File: src/rtl/byterun1_bitplane_row_decoder_unit_macros.svh
// Assertion macros used by the row decoder top level.
`ifndef BYTERUN1_BITPLANE_ROW_DECODER_UNIT_MACROS_SVH
`define BYTERUN1_BITPLANE_ROW_DECODER_UNIT_MACROS_SVH

// Check that a consequent holds in the same cycle as its antecedent.
`define BR1_ASSERT_NOW(label, ante, cons) \
   label: assert property (@(posedge clock) disable iff (reset) (ante) |-> (cons)) \
      else $error("row decoder: same-cycle check failed");

// Check that a consequent holds in the cycle after its antecedent.
`define BR1_ASSERT_NEXT(label, ante, cons) \
   label: assert property (@(posedge clock) disable iff (reset) (ante) |=> (cons)) \
      else $error("row decoder: next-cycle check failed");

`endif

File: src/rtl/br1bpr_pkg.sv
// Shared types and constants of the ByteRun1 bitplane row decoder.
`timescale 1ns / 1ps
package br1bpr_pkg;

   localparam int CHUNK_BITS  = 16;
   localparam int MAX_PLANES  = 8;
   localparam int VIS_W       = 11;   // visible bits of one byte: up to 8 * 128

   localparam logic [7:0] SKIP_HEADER = 8'h80;

   // Register indexes of the configuration port
   localparam logic [1:0] REG_ROW_WIDTH   = 2'd0;
   localparam logic [1:0] REG_ROW_COUNT   = 2'd1;
   localparam logic [1:0] REG_PLANE_COUNT = 2'd2;
   localparam logic [1:0] REG_MASK_ENABLE = 2'd3;

   localparam logic [15:0] ROW_WIDTH_RESET   = 16'd320;
   localparam logic [15:0] ROW_COUNT_RESET   = 16'd200;
   localparam logic [3:0]  PLANE_COUNT_RESET = 4'd5;
   localparam logic        MASK_ENABLE_RESET = 1'b0;

   typedef enum logic [1:0] {
      PH_HEADER  = 2'd0,
      PH_LITERAL = 2'd1,
      PH_REPEAT  = 2'd2
   } phase_type;

   typedef struct packed {
      logic [15:0] row_width;
      logic [15:0] row_count;
      logic [3:0]  plane_count;
      logic        mask_enable;
   } cfg_type;

   typedef struct packed {
      logic accept;   // input item taken this cycle
      logic emit;     // load the next result into the output register
   } cmd_type;

   typedef struct packed {
      logic is_data;     // item on the input is a data byte of a live image
      logic last_chunk;  // the pending result is the final one of its byte
      logic out_free;    // output register can take a result
   } status_type;

   typedef struct packed {
      logic [15:0] row_index;
      logic [2:0]  plane_index;
      logic        to_mask;
      logic [15:0] start_x;
      logic [15:0] pixel_bits;
      logic [4:0]  pixel_count;
      logic        pass_end;
      logic        image_end;
      logic        last;
   } result_type;

endpackage

File: src/rtl/br1bpr_ctrl.sv
// Controller state machine: sequences item intake and result emission.
`timescale 1ns / 1ps
module br1bpr_ctrl (
   input  logic                   clock,
   input  logic                   reset,
   input  logic                   req_valid,
   output logic                   req_ready,
   input  br1bpr_pkg::status_type status,
   output br1bpr_pkg::cmd_type    cmd
);
   import br1bpr_pkg::*;

   typedef enum logic {
      ST_IDLE,
      ST_EMIT
   } state_type;

   state_type state_ff, state_in;
   logic      ready_ff, ready_in;

   always_comb begin
      cmd.accept = req_valid && ready_ff;
      cmd.emit   = (state_ff == ST_EMIT) && status.out_free;
      state_in   = state_ff;
      unique case (state_ff)
         ST_IDLE: begin
            if (cmd.accept && status.is_data) begin
               state_in = ST_EMIT;
            end
         end
         ST_EMIT: begin
            if (cmd.emit && status.last_chunk) begin
               state_in = ST_IDLE;
            end
         end
         default: begin
            state_in = ST_IDLE;
         end
      endcase
      ready_in = (state_in == ST_IDLE);
   end

   always_ff @(posedge clock) begin
      if (reset) begin
         state_ff <= ST_IDLE;
         ready_ff <= 1'b0;
      end else begin
         state_ff <= state_in;
         ready_ff <= ready_in;
      end
   end

   assign req_ready = ready_ff;

endmodule

File: src/rtl/br1bpr_dp.sv
// Datapath: run decoding state, pass sequencing, chunking and output register.
`timescale 1ns / 1ps
module br1bpr_dp (
   input  logic                   clock,
   input  logic                   reset,
   input  br1bpr_pkg::cfg_type    cfg,
   input  br1bpr_pkg::cmd_type    cmd,
   input  logic [7:0]             req_data_byte,
   input  logic                   req_restart,
   input  logic                   rsp_ready,
   output br1bpr_pkg::status_type status,
   output logic                   rsp_valid,
   output br1bpr_pkg::result_type rsp_result
);
   import br1bpr_pkg::*;

   // Decoding state
   phase_type   phase_ff, phase_in;
   logic [6:0]  run_left_ff, run_left_in;
   logic [15:0] column_ff, column_in;
   logic [2:0]  plane_ff, plane_in;
   logic        mask_ff, mask_in;
   logic [15:0] row_ff, row_in;
   logic        finished_ff, finished_in;

   // Byte in flight
   logic [7:0]       byte_ff, byte_in;
   logic [VIS_W-1:0] remain_ff, remain_in;
   logic             pass_ff, pass_in;
   logic             img_ff, img_in;
   logic [2:0]       next_plane_ff, next_plane_in;
   logic             next_mask_ff, next_mask_in;
   logic             row_adv_ff, row_adv_in;

   // Output register
   logic       out_valid_ff, out_valid_in;
   result_type out_ff, out_in;

   // State as seen by the item on the input, after an optional restart
   phase_type   phase_e;
   logic [6:0]  run_e;
   logic [15:0] column_e;
   logic [2:0]  plane_e;
   logic        mask_e;
   logic [15:0] row_e;
   logic        finished_e;
   logic        ignore;

   logic [7:0]       copies;
   logic [VIS_W-1:0] total;
   logic             done;
   logic             col_lt;
   logic [15:0]      diff;
   logic             fits;
   logic [VIS_W-1:0] visible;
   logic             pass_now;
   logic [3:0]       planes_eff;
   logic [3:0]       plane_inc;
   logic [2:0]       np;
   logic             nm;
   logic             adv;
   logic [16:0]      row_next;

   logic [4:0]  chunk_n;
   logic        last_chunk;
   logic [15:0] bits;

   always_comb begin
      phase_e    = req_restart ? PH_HEADER : phase_ff;
      run_e      = req_restart ? 7'd0  : run_left_ff;
      column_e   = req_restart ? 16'd0 : column_ff;
      plane_e    = req_restart ? 3'd0  : plane_ff;
      mask_e     = req_restart ? 1'b0  : mask_ff;
      row_e      = req_restart ? 16'd0 : row_ff;
      finished_e = req_restart ? 1'b0  : finished_ff;
      ignore     = finished_e || (row_e >= cfg.row_count);

      if (phase_e == PH_REPEAT) begin
         copies = {1'b0, run_e} + 8'd1;
         done   = 1'b1;
      end else begin
         copies = 8'd1;
         done   = (run_e == 7'd0);
      end
      total    = {copies, 3'b000};
      col_lt   = column_e < cfg.row_width;
      diff     = cfg.row_width - column_e;
      fits     = {{(16-VIS_W){1'b0}}, total} >= diff;
      visible  = !col_lt ? '0 : (fits ? diff[VIS_W-1:0] : total);
      pass_now = done && (!col_lt || fits);

      if (cfg.plane_count == 4'd0) begin
         planes_eff = 4'd1;
      end else if (cfg.plane_count > 4'(MAX_PLANES)) begin
         planes_eff = 4'(MAX_PLANES);
      end else begin
         planes_eff = cfg.plane_count;
      end
      plane_inc = {1'b0, plane_e} + 4'd1;
      if (mask_e) begin
         np  = 3'd0;
         nm  = 1'b0;
         adv = 1'b1;
      end else if (plane_inc >= planes_eff) begin
         np  = 3'd0;
         nm  = cfg.mask_enable;
         adv = !cfg.mask_enable;
      end else begin
         np  = plane_inc[2:0];
         nm  = 1'b0;
         adv = 1'b0;
      end
      row_next = {1'b0, row_e} + 17'd1;

      // Next chunk of the byte in flight
      last_chunk = remain_ff <= VIS_W'(CHUNK_BITS);
      chunk_n    = last_chunk ? remain_ff[4:0] : 5'(CHUNK_BITS);
      bits       = {byte_ff, byte_ff} & ~(16'hFFFF >> chunk_n);

      status.is_data    = !ignore && (phase_e == PH_LITERAL || phase_e == PH_REPEAT);
      status.last_chunk = last_chunk;
      status.out_free   = !out_valid_ff || rsp_ready;

      phase_in      = phase_ff;
      run_left_in   = run_left_ff;
      column_in     = column_ff;
      plane_in      = plane_ff;
      mask_in       = mask_ff;
      row_in        = row_ff;
      finished_in   = finished_ff;
      byte_in       = byte_ff;
      remain_in     = remain_ff;
      pass_in       = pass_ff;
      img_in        = img_ff;
      next_plane_in = next_plane_ff;
      next_mask_in  = next_mask_ff;
      row_adv_in    = row_adv_ff;
      out_valid_in  = out_valid_ff && !rsp_ready;
      out_in        = out_ff;

      if (cmd.accept) begin
         phase_in    = phase_e;
         run_left_in = run_e;
         column_in   = column_e;
         plane_in    = plane_e;
         mask_in     = mask_e;
         row_in      = row_e;
         finished_in = finished_e;
         if (!ignore) begin
            unique case (phase_e)
               PH_LITERAL: begin
                  if (done) begin
                     phase_in    = PH_HEADER;
                     run_left_in = 7'd0;
                  end else begin
                     run_left_in = run_e - 7'd1;
                  end
               end
               PH_REPEAT: begin
                  phase_in    = PH_HEADER;
                  run_left_in = 7'd0;
               end
               default: begin
                  // Header: literal, repeat, or the no-op code
                  if (!req_data_byte[7]) begin
                     phase_in    = PH_LITERAL;
                     run_left_in = req_data_byte[6:0];
                  end else if (req_data_byte != SKIP_HEADER) begin
                     phase_in    = PH_REPEAT;
                     run_left_in = 7'(~req_data_byte + 8'd1);
                  end else begin
                     phase_in    = PH_HEADER;
                  end
               end
            endcase
         end
         if (status.is_data) begin
            byte_in       = req_data_byte;
            remain_in     = visible;
            pass_in       = pass_now;
            img_in        = pass_now && adv && (row_next >= {1'b0, cfg.row_count});
            next_plane_in = np;
            next_mask_in  = nm;
            row_adv_in    = adv;
         end
      end else if (cmd.emit) begin
         out_valid_in        = 1'b1;
         out_in.row_index    = row_ff;
         out_in.plane_index  = mask_ff ? 3'd1 : plane_ff;
         out_in.to_mask      = mask_ff;
         out_in.start_x      = column_ff;
         out_in.pixel_bits   = bits;
         out_in.pixel_count  = chunk_n;
         out_in.pass_end     = last_chunk && pass_ff;
         out_in.image_end    = last_chunk && img_ff;
         out_in.last         = last_chunk;
         remain_in           = remain_ff - VIS_W'(chunk_n);
         if (last_chunk && pass_ff) begin
            column_in   = 16'd0;
            plane_in    = next_plane_ff;
            mask_in     = next_mask_ff;
            row_in      = row_ff + {15'd0, row_adv_ff};
            finished_in = img_ff;
         end else begin
            column_in   = column_ff + {11'd0, chunk_n};
         end
      end
   end

   always_ff @(posedge clock) begin
      if (reset) begin
         phase_ff     <= PH_HEADER;
         run_left_ff  <= 7'd0;
         column_ff    <= 16'd0;
         plane_ff     <= 3'd0;
         mask_ff      <= 1'b0;
         row_ff       <= 16'd0;
         finished_ff  <= 1'b0;
         out_valid_ff <= 1'b0;
      end else begin
         phase_ff     <= phase_in;
         run_left_ff  <= run_left_in;
         column_ff    <= column_in;
         plane_ff     <= plane_in;
         mask_ff      <= mask_in;
         row_ff       <= row_in;
         finished_ff  <= finished_in;
         out_valid_ff <= out_valid_in;
      end
   end

   always_ff @(posedge clock) begin
      byte_ff       <= byte_in;
      remain_ff     <= remain_in;
      pass_ff       <= pass_in;
      img_ff        <= img_in;
      next_plane_ff <= next_plane_in;
      next_mask_ff  <= next_mask_in;
      row_adv_ff    <= row_adv_in;
      out_ff        <= out_in;
   end

   assign rsp_valid  = out_valid_ff;
   assign rsp_result = out_ff;

endmodule

File: src/rtl/byterun1_bitplane_row_decoder_unit.sv
// Top level of the ByteRun1 bitplane row decoder.
`timescale 1ns / 1ps
`include "byterun1_bitplane_row_decoder_unit_macros.svh"
//
// Channel  | Direction | Item
// ---------+-----------+-----------------------------------------------------
// req_*    | in        | one compressed body byte, optional restart flag
// rsp_*    | out       | one chunk of up to 16 pixel bits of a row-plane pass
// csr_*    | in        | register write: row width, row count, planes, mask
//
// Header, no-op and ignored bytes leave intake open for the next item. A data byte
// closes intake once accepted and yields ceil(visible bits / 16) results,
// at least one, up to 64 for a long repeat run; the single chunking loop that
// drains the byte through the output register sets that figure.
// Reset is synchronous: state and configuration registers return to defaults, decoding restarts at
// row 0, plane 0, and req_tready rises the cycle after reset falls.
// rsp_tready low holds the waiting result and halts emission; input is taken
// again once the final result of a byte is in the output register.
module byterun1_bitplane_row_decoder_unit (
   input  logic        clock,
   input  logic        reset,
   // Input channel
   input  logic        req_tvalid,
   output logic        req_tready,
   input  logic [7:0]  req_tdata,   // [7:0] data_byte
   input  logic        req_tuser,   // [0] restart
   // Result channel
   output logic        rsp_tvalid,
   input  logic        rsp_tready,
   output logic [63:0] rsp_tdata,   // [15:0] row_index, [18:16] plane_index,
                                    // [34:19] start_x, [50:35] pixel_bits,
                                    // [55:51] pixel_count, [56] pass_end,
                                    // [57] image_end, [63:58] zero
   output logic        rsp_tuser,   // [0] to_mask
   output logic        rsp_tlast,   // final result of the accepted byte
   // Configuration port
   input  logic        csr_we,
   input  logic [1:0]  csr_addr,
   input  logic [15:0] csr_wdata
);
   import br1bpr_pkg::*;

   cfg_type    cfg_ff;
   cmd_type    dp_cmd;
   status_type dp_status;
   result_type result;

   // Hold the configuration registers; the user must make writes only while idle, the block does not enforce it
   always_ff @(posedge clock) begin
      if (reset) begin
         cfg_ff.row_width   <= ROW_WIDTH_RESET;
         cfg_ff.row_count   <= ROW_COUNT_RESET;
         cfg_ff.plane_count <= PLANE_COUNT_RESET;
         cfg_ff.mask_enable <= MASK_ENABLE_RESET;
      end else if (csr_we) begin
         unique case (csr_addr)
            REG_ROW_WIDTH:   cfg_ff.row_width   <= csr_wdata;
            REG_ROW_COUNT:   cfg_ff.row_count   <= csr_wdata;
            REG_PLANE_COUNT: cfg_ff.plane_count <= csr_wdata[3:0];
            REG_MASK_ENABLE: cfg_ff.mask_enable <= csr_wdata[0];
            default: begin
               cfg_ff <= cfg_ff;
            end
         endcase
      end
   end

   // Controller: take an item while idle, then drain its results
   br1bpr_ctrl u_ctrl (
      .clock     (clock),
      .reset     (reset),
      .req_valid (req_tvalid),
      .req_ready (req_tready),
      .status    (dp_status),
      .cmd       (dp_cmd)
   );

   // Datapath: run parsing, pass sequencing and the output register
   br1bpr_dp u_dp (
      .clock         (clock),
      .reset         (reset),
      .cfg           (cfg_ff),
      .cmd           (dp_cmd),
      .req_data_byte (req_tdata),
      .req_restart   (req_tuser),
      .rsp_ready     (rsp_tready),
      .status        (dp_status),
      .rsp_valid     (rsp_tvalid),
      .rsp_result    (result)
   );

   // Pack the result fields, lowest field first
   assign rsp_tdata = {6'd0,
                       result.image_end,
                       result.pass_end,
                       result.pixel_count,
                       result.pixel_bits,
                       result.start_x,
                       result.plane_index,
                       result.row_index};
   assign rsp_tuser = result.to_mask;
   assign rsp_tlast = result.last;

   // A result is loaded only while intake is closed and the slot is free
   `BR1_ASSERT_NOW(a_emit_closed, dp_cmd.emit, !req_tready && dp_status.out_free)
   // A data byte closes intake for at least the next cycle
   `BR1_ASSERT_NEXT(a_data_closes, dp_cmd.accept && dp_status.is_data, !req_tready)
   // The end of the image is also the end of a pass and of the byte's results
   `BR1_ASSERT_NOW(a_image_end, rsp_tvalid && rsp_tdata[57], rsp_tdata[56] && rsp_tlast)
   // A chunk never carries more than sixteen bits
   `BR1_ASSERT_NOW(a_chunk_size, rsp_tvalid, rsp_tdata[55:51] <= 5'd16)

endmodule

File: config.mk
export PLATFORM = sky130hd
export DESIGN_NAME = byterun1_bitplane_row_decoder_unit
export DESIGN_NICKNAME = d
export VERILOG_FILES = /design/src/rtl/br1bpr_pkg.sv /design/src/rtl/br1bpr_ctrl.sv /design/src/rtl/br1bpr_dp.sv /design/src/rtl/byterun1_bitplane_row_decoder_unit.sv
export VERILOG_INCLUDE_DIRS = /design/src /design/src/rtl
export SDC_FILE = /design/constraint.sdc
export NUM_CORES = 1
export LEC_CHECK = 0
export ABC_AREA = 1
export BUFFER_PORTS_ARGS = -buffer_cell sky130_fd_sc_hd__buf_2
export CAP_MARGIN = 10
export CELL_PAD_IN_SITES_DETAIL_PLACEMENT = 0
export CELL_PAD_IN_SITES_GLOBAL_PLACEMENT = 1
export CORE_AREA = 2 2 170 172
export CTS_CLUSTER_DIAMETER = 60
export DETAILED_ROUTE_END_ITERATION = 8
export DIE_AREA = 0 0 172 174
export GPL_TIMING_DRIVEN = 1
export PLACE_DENSITY_LB_ADDON = 0.1
export SLEW_MARGIN = 0
export SYNTH_ARGS = -nofsm -noshare
export SYNTH_HDL_FRONTEND = slang
export SYNTH_HIERARCHICAL = 1
export SYNTH_SLANG_ARGS = --single-unit
export TNS_END_PERCENT = 10
File: constraint.sdc
create_clock -name clock -period 4.1 [get_ports clock]
set_clock_uncertainty 0.05 [all_clocks]
set_input_delay 0.205 -clock clock [delete_from_list [all_inputs] [get_ports clock]]
set_output_delay 0.205 -clock clock [all_outputs]
set_load 0.1 [all_outputs]
==> results_dict.tcl <==
set metrics [dict create \
    placed_area_mm2 0.0119 \
    design.die.area_mm2 0.0299 \
    min_from "csr_wdata[1]" \
    ioPinCount 100 \
    cp.arrival_ns 3.54 \
    io_buffers 93 \
    synth-async-reset-ratio 0 \
    cp-end-kind "flop" \
    max-vdd-ir-drop_uv 264 \
    ctsLongestPathBuffers 2 \
    postCtsSetupBuffers 0 \
    grt_pass1_wl_um 50300 \
    leakagePower_nw 6.26 \
    num_vias 9904 \
    fin_crit_sh 0.826 \
    clock-sinks 172 \
    min_period_ns 3.39 \
    hold_viol_final 0 \
    grt_pass1_vias 9266 \
    clk-insertion-delay-late_ns 0.44 \
    start_util 0.393 \
    dr.pass1.iters 5 \
    core_area_mm2 0.0282 \
    total_power_w 0.00415 \
    drc 0 \
    layout_common_cells "395 x nand2_1, 252 x inv_1, 161 x nor2_1, 109 x nand3_1, 97 x a21oi_1" \
    hpwl_um 23700 \
    gp_congestion 0.848 \
    synth_flop_cell "edfxtp_1" \
    drt_iter0_drc 770 \
    dp_slack_ns 0.592 \
    path_class "reg -> reg" \
    antenna_found_initial 1 \
    r2r_setup_slack_ns 0.71 \
    timing.rr.start "u_dp/row_ff[1]" \
    ys_ff_latch 172 \
    syn_to_final_growth_pct 15.1 \
    crit_start "u_dp/row_ff[1]" \
    r2r_end "u_dp/img_ff" \
    final_common_cell "nand2_1" \
    grt_start_max_net_pins 42 \
    fin_area_mm2 0.0128 \
    run_status "finished clean" \
    ys_warn_count 6 \
    via_per_inst 4.87 \
    p_per_area_mw_per_mm2 325 \
    routed.top_layer "met4" \
    grtUsageTotal 0.215 \
    fin_setup_tns_ns 0 \
    ant_nets 0 \
    wirelength_um 31100 \
    ff2ff_path_depth 18 \
    worstPathMaxFanout 5 \
    cts_buffers 17 \
    worst_pin_slew_ns 1.12 \
    ctsHoldBuffers 23 \
    fillers 3037 \
    syn_area_per_cell_um2 7.27 \
    met1_length_um 16400 \
    nets 1746 \
    synth_edf_count 86 \
    max-cap-violations 0 \
    synthCells 1527 \
    slew_headroom 0.255 \
    diodes 0 \
    rows 62 \
    yosysSeqAreaShare 0.388 \
    start_kind "flop" \
    cts_max_level 4 \
    die_w_um 172 \
    clockRootBuffer "clkbuf_16" \
    synth_cell_types 50 \
    gr-total-overflow 0 \
    final-setup-viol-count 0 \
    drive_above_1_share 0.110 \
    wl_met2_um 12900 \
    clk_pin_slew_ns 0.08 \
    crit_required_ns 4.25 \
    setup_slack_ns 0.713 \
    grt_setup_unrepaired "false" \
    cts_resized 0 \
    synth_area_mm2 0.0111 \
    wl_per_cell_um 15.3 \
    hold_class "in -> reg" \
    route.met3.wl_um 1380 \
    crit_path_end "u_dp/img_ff" \
    drv_slew 0 \
    cts_tree "built" \
    die_y_um 174 \
    clock.fmax_ghz 0.295 \
    hold_depth 3 \
]
-- worst max-delay path, cell delays in order (launching register included) --
cell and delay (ns):
dfxtp_1 0.43, inv_1 0.12, nor2_1 0.23, ha_1 0.24
nand3_1 0.19, nor3_4 0.24, nand4_1 0.17, nor3_1 0.23
xnor2_1 0.17, inv_1 0.06, ha_1 0.30, a21oi_1 0.15
o211ai_1 0.09, inv_1 0.06, nand2_1 0.05, nor2_1 0.08
nand3_1 0.13, nand2_1 0.11, nor2_1 0.04
-- synthesized netlist by cell type, types with 2 or more instances --
library cell  number  area [um2]
or2_2              4        25.0
nor4_1             3        18.8
buf_4              9        67.6
nand2_1          395        1480
o31ai_1            4        30.0
o21ai_0           36         180
xnor2_1           11        96.3
o211ai_1          13        97.6
fa_1               2        40.0
nand4_1           33         206
dfxtp_1           86        1720
nand2_4            2        22.5
nor2_2             5        31.3
o21ai_1            3        15.0
a21oi_1           97         485
o22ai_1            5        31.3
nor3_4             2        32.5
nand3_2            2        20.0
nand2_2            7        43.8
ha_1              76         951
nor2_1           163         612
edfxtp_1          86        2580
a211oi_1           2        15.0
nor3_1            22         110
clkbuf_1          12        45.0
o21bai_1           2        15.0
buf_6              5        56.3
o21a_1             6        45.0
conb_1             2        7.51
inv_1            252         946
buf_1              5        18.8
o211a_1            2        20.0
xor2_1            18         158
nand3_1          109         546
inv_2              6        22.5
nor2_4             6        67.6
buf_2             12        60.1
a31oi_1           10        62.6
-- cells by family (layout without fill, tap and decap cells) --
logic type,after synthesis,count (layout),share of synthesized area
compound gates,184,184,0.0938
xor+xnor,29,29,0.0229
fa+ha+maj,78,78,0.0892
buf+inv,302,419,0.110
flops,172,172,0.388
mux,1,1,0.00101
other cells,2,7,0.000676
simple gates,759,759,0.295
-- stage by stage --
stage,utilization,instances,hold slack (ns)
floorplan,-,1532,0.222
global placement,0.423,1978,0.378
detailed placement,0.423,1978,0.375
CTS,0.453,2033,0.0000919
global route,0.453,2033,0.0603
finish,0.453,2033,0.0277
-- flip-flops by register name, indices dropped and copies added (netlist names) --
register	cells
u_dp/mask_ff	1
u_dp/rsp_valid	1
u_dp/pass_ff	1
u_dp/row_ff	16
u_dp/next_mask_ff	1
u_dp/next_plane_ff	3
u_dp/plane_ff	3
u_dp/row_adv_ff	1
u_dp/remain_ff	11
cfg_ff	37
u_dp/byte_ff	8
u_dp/phase_ff	2
u_dp/finished_ff	1
u_dp/run_left_ff	7
u_ctrl/state_ff	1
u_dp/img_ff	1
u_dp/column_ff	16
u_ctrl/req_ready	1
u_dp/rsp_result	60
-- metal layers --
layer | vias to the layer above | GRT usage
met3 | 25 | 0.0305
met2 | 217 | 0.312
met5 | - | 0
li1 | 5137 | -
met4 | 0 | 0.0578
met1 | 4525 | 0.332
-- layout make-up --
type	count	area, um2	share of cell area
clock buffers	18	439	0.0344
clock inverters	14	168	0.0131
inverters	259	972	0.0761
multi-input cells	1058	5620	0.440
flip-flops and latches	172	4300	0.337
well taps	384	480	0.0376
repair buffers	128	798	0.0625
-- worst min path at each step --
| stage | to | slack [ns] |
|---|---|---|
| 2_1_floorplan | u_ctrl/req_ready | 0.22 |
| 3_3_place_gp | u_dp/byte_ff[0] | 0.38 |
| 3_5_place_dp | u_dp/byte_ff[0] | 0.38 |
| 4_1_cts | cfg_ff[6] | 0.00009 |
| 5_1_grt | u_ctrl/req_ready | 0.06 |
| 6_report | cfg_ff[6] | 0.03 |
-- power breakdown --
part | leakage, nW | internal (W) | switching (W)
Clock | 0.295 | 0.000890 | 0.000804
Sequential | 1.50 | 0.00183 | 0.0000248
Combinational | 4.47 | 0.000176 | 0.000419
Total | 6.26 | 0.00290 | 0.00125
(Power assumes the default switching activity.)
